--- src/hdl/crd_pkg.sv ---
// shared constants, types and helpers of the credential access table check
// no dependencies
package crd_pkg;

  localparam int TABLE_DEPTH = 256;
  localparam int IDX_W       = (TABLE_DEPTH > 1) ? $clog2(TABLE_DEPTH) : 1;
  localparam int CNT_W       = $clog2(TABLE_DEPTH + 1);

  localparam int OP_W      = 2;
  localparam int ID_W      = 56;
  localparam int ID_BYTES  = 7;
  localparam int LEN_W     = 3;
  localparam int FLOOR_W   = 32;
  localparam int TIME_W    = 32;
  localparam int MIN_W     = 11;
  localparam int HOUR_W    = 5;
  localparam int MINUTE_W  = 6;
  localparam int GATE_W    = 5;
  localparam int VERDICT_W = 2;
  localparam int COUNT_W   = 9;

  localparam logic [GATE_W-1:0] GATE_FLOOR_RESET = GATE_W'(3);
  localparam logic [MIN_W-1:0]  MINUTES_PER_HOUR = MIN_W'(60);

  localparam logic [OP_W-1:0] OP_CLEAR  = 2'd0;
  localparam logic [OP_W-1:0] OP_APPEND = 2'd1;
  localparam logic [OP_W-1:0] OP_LOOKUP = 2'd2;

  localparam logic [VERDICT_W-1:0] VERDICT_GRANTED  = 2'd0;
  localparam logic [VERDICT_W-1:0] VERDICT_UNKNOWN  = 2'd1;
  localparam logic [VERDICT_W-1:0] VERDICT_EXPIRED  = 2'd2;
  localparam logic [VERDICT_W-1:0] VERDICT_SCHEDULE = 2'd3;

  typedef struct packed {
    logic [ID_W-1:0]    id;
    logic [LEN_W-1:0]   len;
    logic [FLOOR_W-1:0] floor_bits;
    logic [TIME_W-1:0]  expiry;
    logic [MIN_W-1:0]   win_start;
    logic [MIN_W-1:0]   win_end;
  } entry_t;

  typedef struct packed {
    logic [ID_W-1:0]   id;
    logic [LEN_W-1:0]  len;
    logic [TIME_W-1:0] now_seconds;
    logic [MIN_W-1:0]  minutes;
    logic [GATE_W-1:0] gate;
  } key_t;

  // search token walking down the cell row
  typedef struct packed {
    logic                 valid;
    logic                 found;
    logic [VERDICT_W-1:0] verdict;
  } tok_t;

  // keeps the first len bytes of an id
  function automatic logic [ID_W-1:0] id_mask(input logic [LEN_W-1:0] len);
    logic [ID_W-1:0] mask;
    mask = '0;
    for (int b = 0; b < ID_BYTES; b++) begin
      if (LEN_W'(b) < len) begin
        mask[8*b +: 8] = 8'hFF;
      end
    end
    return mask;
  endfunction

endpackage

--- src/hdl/crd_cell.sv ---
// one table cell: holds one credential entry and passes the search token on
// depends on crd_pkg
module crd_cell (
  input  logic                  clk,
  input  logic                  rst,
  input  logic [crd_pkg::IDX_W-1:0] cell_index,
  input  logic [crd_pkg::CNT_W-1:0] held,
  input  logic                  wr_en,
  input  logic [crd_pkg::IDX_W-1:0] wr_idx,
  input  crd_pkg::entry_t       wr_entry,
  input  crd_pkg::key_t         key,
  input  crd_pkg::tok_t         tok_in,
  output crd_pkg::tok_t         tok_out
);
  import crd_pkg::*;

  entry_t               entry;
  logic                 in_use;
  logic                 hit;
  logic [VERDICT_W-1:0] verdict;
  tok_t                 tok_next;

  always_ff @(posedge clk) begin
    if (wr_en && (wr_idx == cell_index)) begin
      entry <= wr_entry;
    end
  end

  always_comb begin
    in_use = (CNT_W'(cell_index) < held);
    hit    = in_use && (entry.len == key.len) && (entry.id == key.id);
    priority if (key.now_seconds > entry.expiry) begin
      verdict = VERDICT_EXPIRED;
    end else if (!entry.floor_bits[key.gate]) begin
      verdict = VERDICT_UNKNOWN;
    end else if ((key.minutes < entry.win_start) || (key.minutes >= entry.win_end)) begin
      verdict = VERDICT_SCHEDULE;
    end else begin
      verdict = VERDICT_GRANTED;
    end
    tok_next = tok_in;
    if (tok_in.valid && !tok_in.found && hit) begin
      tok_next.found   = 1'b1;
      tok_next.verdict = verdict;
    end
  end

  always_ff @(posedge clk) begin
    if (rst) begin
      tok_out <= '0;
    end else begin
      tok_out <= tok_next;
    end
  end

endmodule

--- config.mk ---
export PLATFORM = sky130hd
export DESIGN_NAME = crd_cell
export DESIGN_NICKNAME = d
export VERILOG_FILES = /design/src/hdl/crd_pkg.sv /design/src/hdl/crd_cell.sv
export SDC_FILE = /design/constraint.sdc
export NUM_CORES = 1
export LEC_CHECK = 0
export BUFFER_PORTS_ARGS = -buffer_cell sky130_fd_sc_hd__buf_2
export CAP_MARGIN = 15
export CORE_MARGIN = 10
export CORE_UTILIZATION = 49
export CTS_CLUSTER_DIAMETER = 30
export DETAILED_ROUTE_END_ITERATION = 12
export GPL_ROUTABILITY_DRIVEN = 0
export PLACE_DENSITY = 0.9
export SYNTH_ARGS = -nofsm -noshare
export SYNTH_HDL_FRONTEND = slang
export SYNTH_SLANG_ARGS = --single-unit
--- constraint.sdc ---
create_clock -name clk -period 5.3 [get_ports clk]
set_clock_uncertainty 0.2 [all_clocks]
set_input_delay 0 -clock clk [delete_from_list [all_inputs] [get_ports clk]]
set_output_delay 0 -clock clk [all_outputs]
set_load 0.01 [all_outputs]
# Yosys cells after proc, flatten, opt, wreduce, memory -nomap -nowiden
# Cells that the tools add are included.
word_totals:
  reg_bits: 149
  out_inout_bits: 4
  input_bits: 284
  elab_cells: 30
classes:
  reduce_logical: 7
  eq_ne: 3
  n_mux: 6
  order_cmp: 5
op_table:
  columns: ["cell", "n"]
  rows:
  - ["56-bit == test", 1]
  - ["32-bit > comparator", 1]
  - ["11-bit >= comparator", 1]
  - ["11-bit less-than comparator", 1]
  - ["8-bit by 9-bit less-than comparator with 1-bit output", 1]
  - ["8-bit == test", 1]
  - ["5-bit by 6-bit less-than comparator with 1-bit output (second input constant)", 1]
  - ["2-bit 2-to-1 mux", 3]
  - ["1-bit binary-select mux with 5-bit select", 1]
  - ["1-bit logical AND", 5]
  - ["3-bit == test", 1]
  - ["3-bit 2-to-1 mux", 1]
  - ["1-bit zero test", 1]
  - ["1-bit logical OR", 1]
  - ["1-bit 2-to-1 mux", 1]

# Logic depth before layout (Yosys ltp)
# Gate-level depths: netlist of run 1.
depth:
  word_depth: 6
  ltp_mapped: 9
  depth_no_buf: 9

# Worst setup path after synthesis of run 1
# OpenSTA, ideal clock, no wires.
synth_timing:
  kind: "in2reg"
  startpoint: "input wr_idx[3] (netlist name)"
  endpoint: "register entry[0] (netlist name), enable pin"
  required_time_ns: 4.577
  setup_ns: 0.523
  setup_slack_ns: 0.790
  t_arrival_ns: 3.786
  path_buffers: 0
  cell_stages: 3
  cell_sequence: "xor2_1 -> nor4_1 -> and3_1"
synth_via:
  elab_chain_cells: 2
synth_rtl:
  columns: ["element", "line_no", "rtl"]
  rows:
  - ["from (decl)", "crd_cell.sv:9", "input logic [crd_pkg::IDX_W-1:0] wr_idx,"]
  - ["8-bit == test", "crd_cell.sv:24", "if (wr_en && (wr_idx == cell_index)) begin"]
  - ["1-bit logical AND", "crd_cell.sv:24", null]
  - ["to (signal assigned)", "crd_cell.sv:25", "entry <= wr_entry;"]
  - ["to (decl)", "crd_cell.sv:17", "entry_t entry;"]
# Every way passes these cells.
# A chain may end at the register's enable or synchronous reset.

# Worst setup path after layout of run 1
layout_timing:
  startpoint: "register entry[36] (netlist name)"
  endpoint: "register tok_out[0] (netlist name)"
layout_via:
  elab_chain_cells: 3
layout_rtl:
  columns: ["element", "line_no", "rtl"]
  rows:
  - ["32-bit > comparator", "crd_cell.sv:32", "priority if (key.now_seconds > entry.expiry) begin"]
  - ["2-bit 2-to-1 mux", "crd_cell.sv:32", null]
  - ["3-bit 2-to-1 mux", "crd_cell.sv:42", "if (tok_in.valid && !tok_in.found && hit) begin"]
  - ["to (signal assigned)", "crd_cell.sv:52", "tok_out <= tok_next;"]
  - ["to (decl)", "crd_cell.sv:13", "output crd_pkg::tok_t tok_out"]
# Every way passes these cells.

==> results of run 1 <==
## critical path: stages, from the launching register on
cell,delay [ps]
edfxtp_1,330
inv_1,50
ha_1,320
nand4_1,190
or4_1,610
nor4_1,230
o22ai_1,120
nor2_1,200
o311ai_1,150
a21oi_2,150
dlygate4sd3_1,540
## power breakdown
group | switching, mW | total (mW) | internal (mW) | leakage, nW
registers | 0.00202 | 1.30 | 1.30 | 1.34
logic | 0.129 | 0.331 | 0.203 | 3.14
clock network | 0.553 | 1.23 | 0.680 | 0.299
## cell usage in the layout, fill, tap and decap left out, types with 7 or more instances in the layout
cell type	instances
buf_2	287
dlygate4sd3_1	151
edfxtp_1	145
inv_1	68
ha_1	60
xnor2_1	34
nand4_1	20
nand2b_1	17
clkbuf_16	17
a21oi_1	16
nor2b_1	16
xor2_1	15
nand2_1	12
nor2_1	11
nor4_1	10
o21ai_0	7
## flip-flops by register name, indices dropped and copies added (netlist names)
register / count
tok_out: 4
entry: 145
## kinds of logic after synthesis
group,Yosys count
simple gates,104
xor+xnor,49
mux,11
buf+inv,71
fa+ha+maj,60
flops,149
compound gates,62
## what timing repair did
item / 4_1_cts / 5_1_grt
endpoints found under the hold margin: 149 / 0
gates resized for setup: 0 / 0
hold buffers: 151 / 0
## final cells by class
type / count / area (um2) / area share (%)
Tap cell: 184 / 230.2 / 2.099
Clock buffer: 17 / 425.4 / 3.878
Timing Repair Buffer: 439 / 2968 / 27.05
Multi-Input combinational cell: 286 / 2454 / 22.37
Clock inverter: 15 / 185.2 / 1.688
Antenna cell: 6 / 15.01 / 0.1369
Sequential cell: 149 / 4434 / 40.42
Inverter: 69 / 259.0 / 2.361
## metal layers
| layer | track usage, % | vias to the layer above |
|---|---|---|
| met2 | 42.54 | 339 |
| met3 | 8.163 | 67 |
| met1 | 24.86 | 2863 |
| met5 | 0 | - |
| met4 | 11.03 | 0 |
| li1 | - | 2826 |
## worst paths after layout
| kind | endpoint | depth (start not counted) | start |
|---|---|---|---|
| max | tok_out[0] | 10 | entry[36] |
| min | tok_out[2] | 7 | key[64] |
| max reg2reg | tok_out[0] | 10 | entry[36] |
| min reg2reg | tok_out[2] | 6 | entry[102] |
==> results.py, run 1 <==
metrics = {
    "run_status": {
        "status": "finished clean",
    },
    "sta": {
        "hold_ws_ps": 51.20,
        "tns_ps": 0,
        "rsz0062_at_grt": "no",
        "post-route-min-period_ps": 3163,
        "final-max-slew-violation-count": 0,
        "worstMarginPinSlew_ps": 904.8,
        "timing.final.ws_setup_ps": 2137,
        "setup_violations": 0,
        "fmax_mhz": 316.2,
        "fin_crit_sh_pct": 59.67,
        "hold_viol": 0,
        "slew_headroom_pct": 39.68,
    },
    "clock_tree": {
        "clk_latency_ps": 420,
        "cts_setup_buffers": 0,
        "cts-buffers-inserted": 17,
        "cts_buffer_depth": 2,
        "cts_tree": "yes",
        "numClockSinks": 149,
        "cts_max_level": 4,
        "cts-root-buf": "clkbuf_16",
        "clk_pin_slew_ps": 70,
    },
    "routing": {
        "drt_iter0_drc": 350,
        "remaining_drc_errors": 0,
        "highest_layer": "met4",
        "vias": 6095,
        "wire_per_inst_um": 20.64,
        "post_drt_via_cell_ratio": 5.232,
        "dr_wl_met2_mm": 12.63,
        "drt-pass1-iter-count": 5,
        "routed_wl_mm": 24.05,
        "dr_wl_met3_mm": 2.169,
        "wl_met1_mm": 8.422,
        "drtAntennaViolNets": 0,
    },
    "placed_design": {
        "place_inst": 976,
        "place_ws_ps": 2746,
        "hpwl_mm": 15.66,
        "portBuffers": 287,
        "post_dp_cell_area_mm2": 0.008833,
    },
    "logic_synthesis": {
        "synth_mux_area_share_pct": 3.269,
        "yosys_warnings": 0,
        "ys.flop_type": "edfxtp_1",
        "syn_nets": 850,
        "synth-edff-count": 145,
        "synth_top_area_share_pct": 60.83,
        "netlist-cell-type-count": 47,
        "synthTopCellsByCount": "edfxtp_1 (145), inv_1 (68), ha_1 (60), xnor2_1 (34), nand4_1 (20)",
        "synth_most_common_cell": "edfxtp_1",
        "synth_seq_cells": 149,
        "async_flop_share_pct": 0,
        "synth_compound_area_share_pct": 6.188,
        "synth_fa_ha_area_share_pct": 10.49,
        "synth_top_area_cell": "edfxtp_1",
        "yosys-top-cells-area": "edfxtp_1 (61%), ha_1 (10%), xnor2_1 (4.2%)",
        "syn_area_per_cell_um2": 14.15,
        "synth_top_family_by_area": "adder cells",
        "syn_area_mm2": 0.007158,
        "synth_xor_area_share_pct": 5.995,
        "netlist_instances": 506,
        "ys_seq_area_share_pct": 61.95,
        "synth-simple-area-share_pct": 8.268,
    },
    "die": {
        "start_util_pct": 49.63,
        "die_h_um": 140.9,
        "die_w_um": 140.9,
        "io-pin-count": 288,
        "rows": 44,
        "die_area_mm2": 0.01984,
        "core_mm2": 0.01442,
    },
    "layout": {
        "nFillCells": 865,
        "fin_cells": 1165,
        "nets": 1306,
        "fin_util_pct": 76.06,
        "final_cell_area_mm2": 0.01097,
        "area_delta_synth_final_pct": 53.26,
        "drive_gt1_share_pct": 33.54,
    },
    "grt": {
        "grt_pass1_wl_mm": 36.61,
        "gr-total-overflow": 0,
        "track_usage_pct": 23.94,
        "antenna_found_initial": 6,
        "grt_pass1_vias": 6832,
        "grt_max_degree": 83,
    },
    "power": {
        "cellLeakagePower_nw": 4.773,
        "p_total_mw": 2.864,
        "ir_drop_uv": 249.2,
        "p_per_area_mw_per_mm2": 261.0,
    },
    "setup_path": {
        "path_class": "register to register",
        "crit_path_end_kind": "register",
        "critPathMaxFanout": 4,
        "crit_required_ps": 5450,
        "cp_data_arrival_time_ps": 3320,
        "r2r_setup_slack_ps": 2140,
        "startpoint_type": "register",
    },
    "min_path": {
        "hold_class": "input port to register",
    },
    "flow_run": {
        "maxCapViolations": 0,
    },
}
Note: power is estimated with default switching activity, not from simulation.
==> run 2, diff against run 1 <==
--- a/config.mk
+++ b/config.mk
@@ -8,11 +8,11 @@
 export BUFFER_PORTS_ARGS = -buffer_cell sky130_fd_sc_hd__buf_2
 export CAP_MARGIN = 15
 export CORE_MARGIN = 10
-export CORE_UTILIZATION = 49
+export CORE_UTILIZATION = 44
 export CTS_CLUSTER_DIAMETER = 30
 export DETAILED_ROUTE_END_ITERATION = 12
 export GPL_ROUTABILITY_DRIVEN = 0
-export PLACE_DENSITY = 0.9
+export PLACE_DENSITY = 0.86
 export SYNTH_ARGS = -nofsm -noshare
 export SYNTH_HDL_FRONTEND = slang
 export SYNTH_SLANG_ARGS = --single-unit
==> constraint.sdc (replaced) <==
create_clock -name clk -period 2.8 [get_ports clk]
set_clock_uncertainty 0.2 [all_clocks]
set_input_delay 0 -clock clk [delete_from_list [all_inputs] [get_ports clk]]
set_output_delay 0 -clock clk [all_outputs]
set_load 0.01 [all_outputs]
==> run 2 against run 1 <==
Net effect:
- count of clock-buffer cells in the layout did not move
- register-to-register slack got worse by 1800 ps
- global-route usage shrank 2.0 points
- sequential cell count stayed put
- wire length rose by 2.9%
- hold slack got worse by 41 ps
- critical path depth fell by 1
- sequential power increased by 89%
- clock power increased by 85%
- non-clock buffer count rose by 4
- largest cell class unchanged
- sequential share of layout area fell by 0.26 points
- cell count grew 3.3%
==> results.py, run 2 (synthesis results as in run 1) <==
metrics = {
    "flow_run": {
        "maxCapViolations": 0,
    },
    "die": {
        "io-pin-count": 288,
        "rows": 46,
        "die_w_um": 147.5,
        "die_area_mm2": 0.02177,
        "start_util_pct": 44.90,
        "die_h_um": 147.5,
        "core_mm2": 0.01594,
    },
    "sta": {
        "worstMarginPinSlew_ps": 770.1,
        "tns_ps": 0,
        "rsz0062_at_grt": "no",
        "fmax_mhz": 406.2,
        "fin_crit_sh_pct": 87.93,
        "slew_headroom_pct": 48.49,
        "final-max-slew-violation-count": 0,
        "hold_viol": 0,
        "post-route-min-period_ps": 2462,
        "setup_violations": 0,
        "hold_ws_ps": 9.819,
    },
    "run_status": {
        "status": "finished clean",
    },
    "routing": {
        "drtAntennaViolNets": 0,
        "routed_wl_mm": 24.75,
        "remaining_drc_errors": 0,
        "drt-pass1-iter-count": 5,
        "drt_iter0_drc": 364,
        "vias": 6156,
        "wire_per_inst_um": 20.56,
        "post_drt_via_cell_ratio": 5.113,
    },
    "layout": {
        "mostFrequentLayoutCells": "buf_2 (287), dlygate4sd3_1 (154), edfxtp_1 (145), inv_1 (68), ha_1 (60)",
        "largest_reg_flops": 145,
        "final_cell_area_mm2": 0.01104,
        "area_delta_synth_final_pct": 54.26,
        "fin_cells": 1204,
        "nets": 1310,
        "top_register": "entry",
        "drive_gt1_share_pct": 33.50,
        "reg.largest.list": "entry (145), tok_out (4)",
        "layout.cells.most_common": "buf_2",
    },
    "placed_design": {
        "place_inst": 1009,
        "hpwl_mm": 16.02,
        "post_dp_cell_area_mm2": 0.008894,
        "portBuffers": 287,
    },
    "power": {
        "clkPwrFrac_pct": 42.4,
        "power_frac_seq_pct": 45.8,
        "p_int_mw": 4.107,
        "switchingPower_mw": 1.265,
        "p_comb_share_pct": 11.8,
        "ir_drop_uv": 351.7,
        "p_per_area_mw_per_mm2": 486.5,
        "swShare_pct": 23.55,
        "cellLeakagePower_nw": 4.774,
    },
    "setup_path": {
        "critPathMaxFanout": 4,
        "cp_data_arrival_time_ps": 2620,
        "crit_required_ps": 2960,
        "path_class": "register to register",
        "startpoint_type": "register",
        "crit_path_end_kind": "register",
    },
    "min_path": {
        "hold_class": "input port to register",
    },
    "clock_tree": {
        "cts_buffer_depth": 2,
        "cts_tree": "yes",
        "cts-root-buf": "clkbuf_16",
        "clk_latency_ps": 420,
        "cts-buffers-inserted": 17,
        "clk_pin_slew_ps": 70,
        "cts_max_level": 4,
        "numClockSinks": 149,
    },
    "grt": {
        "track_usage_pct": 21.90,
        "grt_max_degree": 66,
        "antenna_found_initial": 8,
        "grt_pass1_vias": 6871,
        "grt_pass1_wl_mm": 37.11,
        "gr-total-overflow": 0,
    },
}
run 2: cell count changes in the layout (fill, tap and decap cells not counted), moves of 3 or more:
cell,previous run,this run
diode_2,6,9
clkinvlp_4,0,3
clkinv_8,3,0
dlygate4sd3_1,151,154
run 2: what timing repair did:
item | CTS | global route
setup buffers | 0 | 0
setup endpoints to repair | 0 | 0
hold buffers | 154 | 0
resized for setup | 0 | 0
hold endpoints to repair | 164 | 0
run 2: cell type report:
cell class              instances  area, um2
diodes                          9      22.52
multi-input cells             286       2454
inverters                      69      259.0
fillers                      1043       4901
clock buffers                  17      425.4
repair buffers                443       3018
clock inverters                15      158.9
well taps                     216      270.3
flip-flops and latches        149       4434
run 2: final timing paths:
| kind | cells past startpoint | slack (ps) | start | end |
|---|---|---|---|---|
| min | 7 | 10 | key[102] | tok_out[1] |
| min reg2reg | 5 | 670 | entry[120] | tok_out[1] |
| max | 9 | 340 | entry[36] | tok_out[0] |
| max reg2reg | 9 | 340 | entry[36] | tok_out[0] |
run 2: metal layers:
metal	track usage, %	share of wire [%]	vias up
met5	0	0	-
met4	9.267	3.2	0
met3	6.899	8.2	56
met2	39.61	53	325
met1	22.92	36	2946
li1	-	-	2829
run 2: per-stage QoR:
step	power (mW)	setup WS, ps	util [%]
floorplan	2.672	563.4	-
global placement	2.919	423.0	55.78
detailed placement	2.939	343.9	55.78
CTS	5.362	341.1	69.12
global route	5.540	136.9	69.24
finish	5.372	338.0	69.26
run 2: worst max-delay path: stages (launching register included):
cell and delay [ps]:
edfxtp_1 330, inv_1 40, ha_1 310, nand4_1 170, or4_1 580, nor4_1 200, o22ai_1 120, nor2_1 170
o311ai_1 140, a21oi_2 140
run 2: power by group through the flow:
stage	Sequential (mW)	Combinational (mW)	Clock, mW
floorplan	2.51	0.163	0
global placement	2.51	0.413	0
detailed placement	2.51	0.431	0
CTS	2.46	0.604	2.30
global route	2.46	0.685	2.40
finish	2.46	0.635	2.28
==> run 3, diff against run 2 <==
==> config.mk (replaced) <==
export PLATFORM = sky130hd
export DESIGN_NAME = crd_cell
export DESIGN_NICKNAME = d
export VERILOG_FILES = /design/src/hdl/crd_pkg.sv /design/src/hdl/crd_cell.sv
export SDC_FILE = /design/constraint.sdc
export NUM_CORES = 1
export LEC_CHECK = 0
export CAP_MARGIN = 15
export CELL_PAD_IN_SITES_DETAIL_PLACEMENT = 0
export CELL_PAD_IN_SITES_GLOBAL_PLACEMENT = 2
export CORE_MARGIN = 10
export CORE_UTILIZATION = 37
export CTS_CLUSTER_DIAMETER = 30
export DETAILED_ROUTE_END_ITERATION = 12
export DONT_BUFFER_PORTS = 1
export GPL_ROUTABILITY_DRIVEN = 0
export GPL_TIMING_DRIVEN = 0
export PLACE_DENSITY = 0.85
export SYNTH_ARGS = -nofsm -noshare
export SYNTH_HDL_FRONTEND = slang
export SYNTH_SLANG_ARGS = --single-unit
==> run 3 against run 2 <==
Net effect:
- the run now fails in clock tree synthesis (4_1_cts)
- area after synthesis unchanged
- synthesized cell count unchanged
==> results.py, run 3 <==
metrics = {
    "logic_synthesis": {
        "yosys-top-cells-area": "edfxtp_1 (61%), ha_1 (10%), xnor2_1 (4.2%)",
        "synth-edff-count": 145,
        "netlist-cell-type-count": 47,
        "async_flop_share_pct": 0,
        "synth_seq_cells": 149,
        "yosys_warnings": 0,
        "netlist_instances": 506,
        "syn_nets": 850,
        "synth_top_area_cell": "edfxtp_1",
        "ys_seq_area_share_pct": 61.95,
        "synth_most_common_cell": "edfxtp_1",
        "synth_top_area_share_pct": 60.83,
        "ys.flop_type": "edfxtp_1",
        "syn_area_mm2": 0.007158,
        "synthTopCellsByCount": "edfxtp_1 (145), inv_1 (68), ha_1 (60), xnor2_1 (34), nand4_1 (20)",
        "syn_area_per_cell_um2": 14.15,
    },
    "clock_tree": {
        "cts-buffers-inserted": 17,
        "cts_max_level": 4,
        "numClockSinks": 149,
        "cts-root-buf": "clkbuf_16",
        "cts_buffer_depth": 2,
        "cts_hold_buf": 161,
        "cts_resized": 0,
        "cts_setup_buffers": 0,
    },
    "placed_design": {
        "place_inst": 767,
        "hpwl_mm": 14.68,
        "portBuffers": 0,
        "place_ws_ps": 174.9,
    },
    "die": {
        "die_w_um": 159.1,
        "io-pin-count": 288,
        "die_h_um": 159.1,
        "start_util_pct": 37.89,
        "rows": 50,
    },
    "run_status": {
        "failed_stage": "clock tree synthesis (4_1_cts)",
        "status": "aborted with a tool error",
        "error": "[ERROR RSZ-0060] Max buffer count reached.",
    },
}
run 3: cells by family after synthesis:
| logic type | Yosys count | share of synthesized area, % |
|---|---|---|
| buffers and inverters | 71 | 3.845 |
| xor gates and xnor gates | 49 | 5.996 |
| adders and majority gates | 60 | 10.49 |
| DFF | 149 | 61.95 |
| AOI/OAI and AO/OA | 62 | 6.188 |
| muxes | 11 | 3.269 |
| and+or+nand+nor | 104 | 8.268 |
run 3: through the flow:
stage / hold slack [ps] / instance area, um2
global placement: -126.0 / 7488
floorplan: -137.6 / 7163
detailed placement: -124.9 / 7516
==> run 4, diff against run 3 <==
==> config.mk (replaced) <==
export PLATFORM = sky130hd
export DESIGN_NAME = crd_cell
export DESIGN_NICKNAME = d
export VERILOG_FILES = /design/src/hdl/crd_pkg.sv /design/src/hdl/crd_cell.sv
export SDC_FILE = /design/constraint.sdc
export NUM_CORES = 1
export LEC_CHECK = 0
export CAP_MARGIN = 15
export CORE_MARGIN = 10
export CORE_UTILIZATION = 40
export DETAILED_ROUTE_END_ITERATION = 12
export DONT_BUFFER_PORTS = 1
export GPL_ROUTABILITY_DRIVEN = 0
export GPL_TIMING_DRIVEN = 0
export PLACE_DENSITY_LB_ADDON = 0.15
export SYNTH_ARGS = -nofsm -noshare
export SYNTH_HDL_FRONTEND = slang
export SYNTH_SLANG_ARGS = --single-unit
==> constraint.sdc (replaced) <==
create_clock -name clk -period 3.65 [get_ports clk]
set_clock_uncertainty 0.2 [all_clocks]
set_input_delay 0 -clock clk [delete_from_list [all_inputs] [get_ports clk]]
set_output_delay 0 -clock clk [all_outputs]
set_load 0.01 [all_outputs]
==> run 4 against run 3 <==
Net effect:
- synthesized cell count stayed put
- area after synthesis unchanged
- the run again fails in clock tree synthesis (4_1_cts)
==> results.py, run 4 <==
metrics = {
    "run_status": {
        "status": "aborted with a tool error",
        "failed_stage": "clock tree synthesis (4_1_cts)",
        "error": "[ERROR RSZ-0060] Max buffer count reached.",
    },
    "logic_synthesis": {
        "yosys-top-cells-area": "edfxtp_1 (61%), ha_1 (10%), xnor2_1 (4.2%)",
        "syn_area_mm2": 0.007158,
        "netlist-cell-type-count": 47,
        "syn_nets": 850,
        "async_flop_share_pct": 0,
        "synth_top_area_cell": "edfxtp_1",
        "yosys_warnings": 0,
        "synth_most_common_cell": "edfxtp_1",
        "synth_seq_cells": 149,
        "syn_area_per_cell_um2": 14.15,
        "synth-edff-count": 145,
        "ys.flop_type": "edfxtp_1",
        "ys_seq_area_share_pct": 61.95,
        "netlist_instances": 506,
        "synthTopCellsByCount": "edfxtp_1 (145), inv_1 (68), ha_1 (60), xnor2_1 (34), nand4_1 (20)",
        "synth_top_area_share_pct": 60.83,
    },
    "placed_design": {
        "hpwl_mm": 14.87,
        "post_dp_cell_area_mm2": 0.007500,
        "portBuffers": 0,
        "place_ws_ps": 1060,
    },
    "die": {
        "io-pin-count": 288,
        "die_h_um": 153.8,
        "start_util_pct": 41.10,
        "rows": 48,
        "die_w_um": 153.8,
    },
    "clock_tree": {
        "cts_resized": 0,
        "cts_setup_buffers": 0,
        "cts-root-buf": "clkbuf_16",
        "cts-buffers-inserted": 17,
        "cts_buffer_depth": 2,
        "cts_max_level": 4,
        "numClockSinks": 149,
        "cts_hold_buf": 154,
    },
}
==> run 4: cells by family after synthesis <==
logic type	synth area share (%)
simple gates	8.268
fa+ha+maj	10.49
flops	61.95
mux	3.269
compound gates	6.188
buf+inv	3.845
xor+xnor	5.996
==> run 4: stage by stage <==
step | hold WS, ps | setup TNS [ps] | cells
floorplan | -137.6 | 0 | 506
detailed placement | -126.1 | 0 | 733
global placement | -129.1 | -17180 | 731
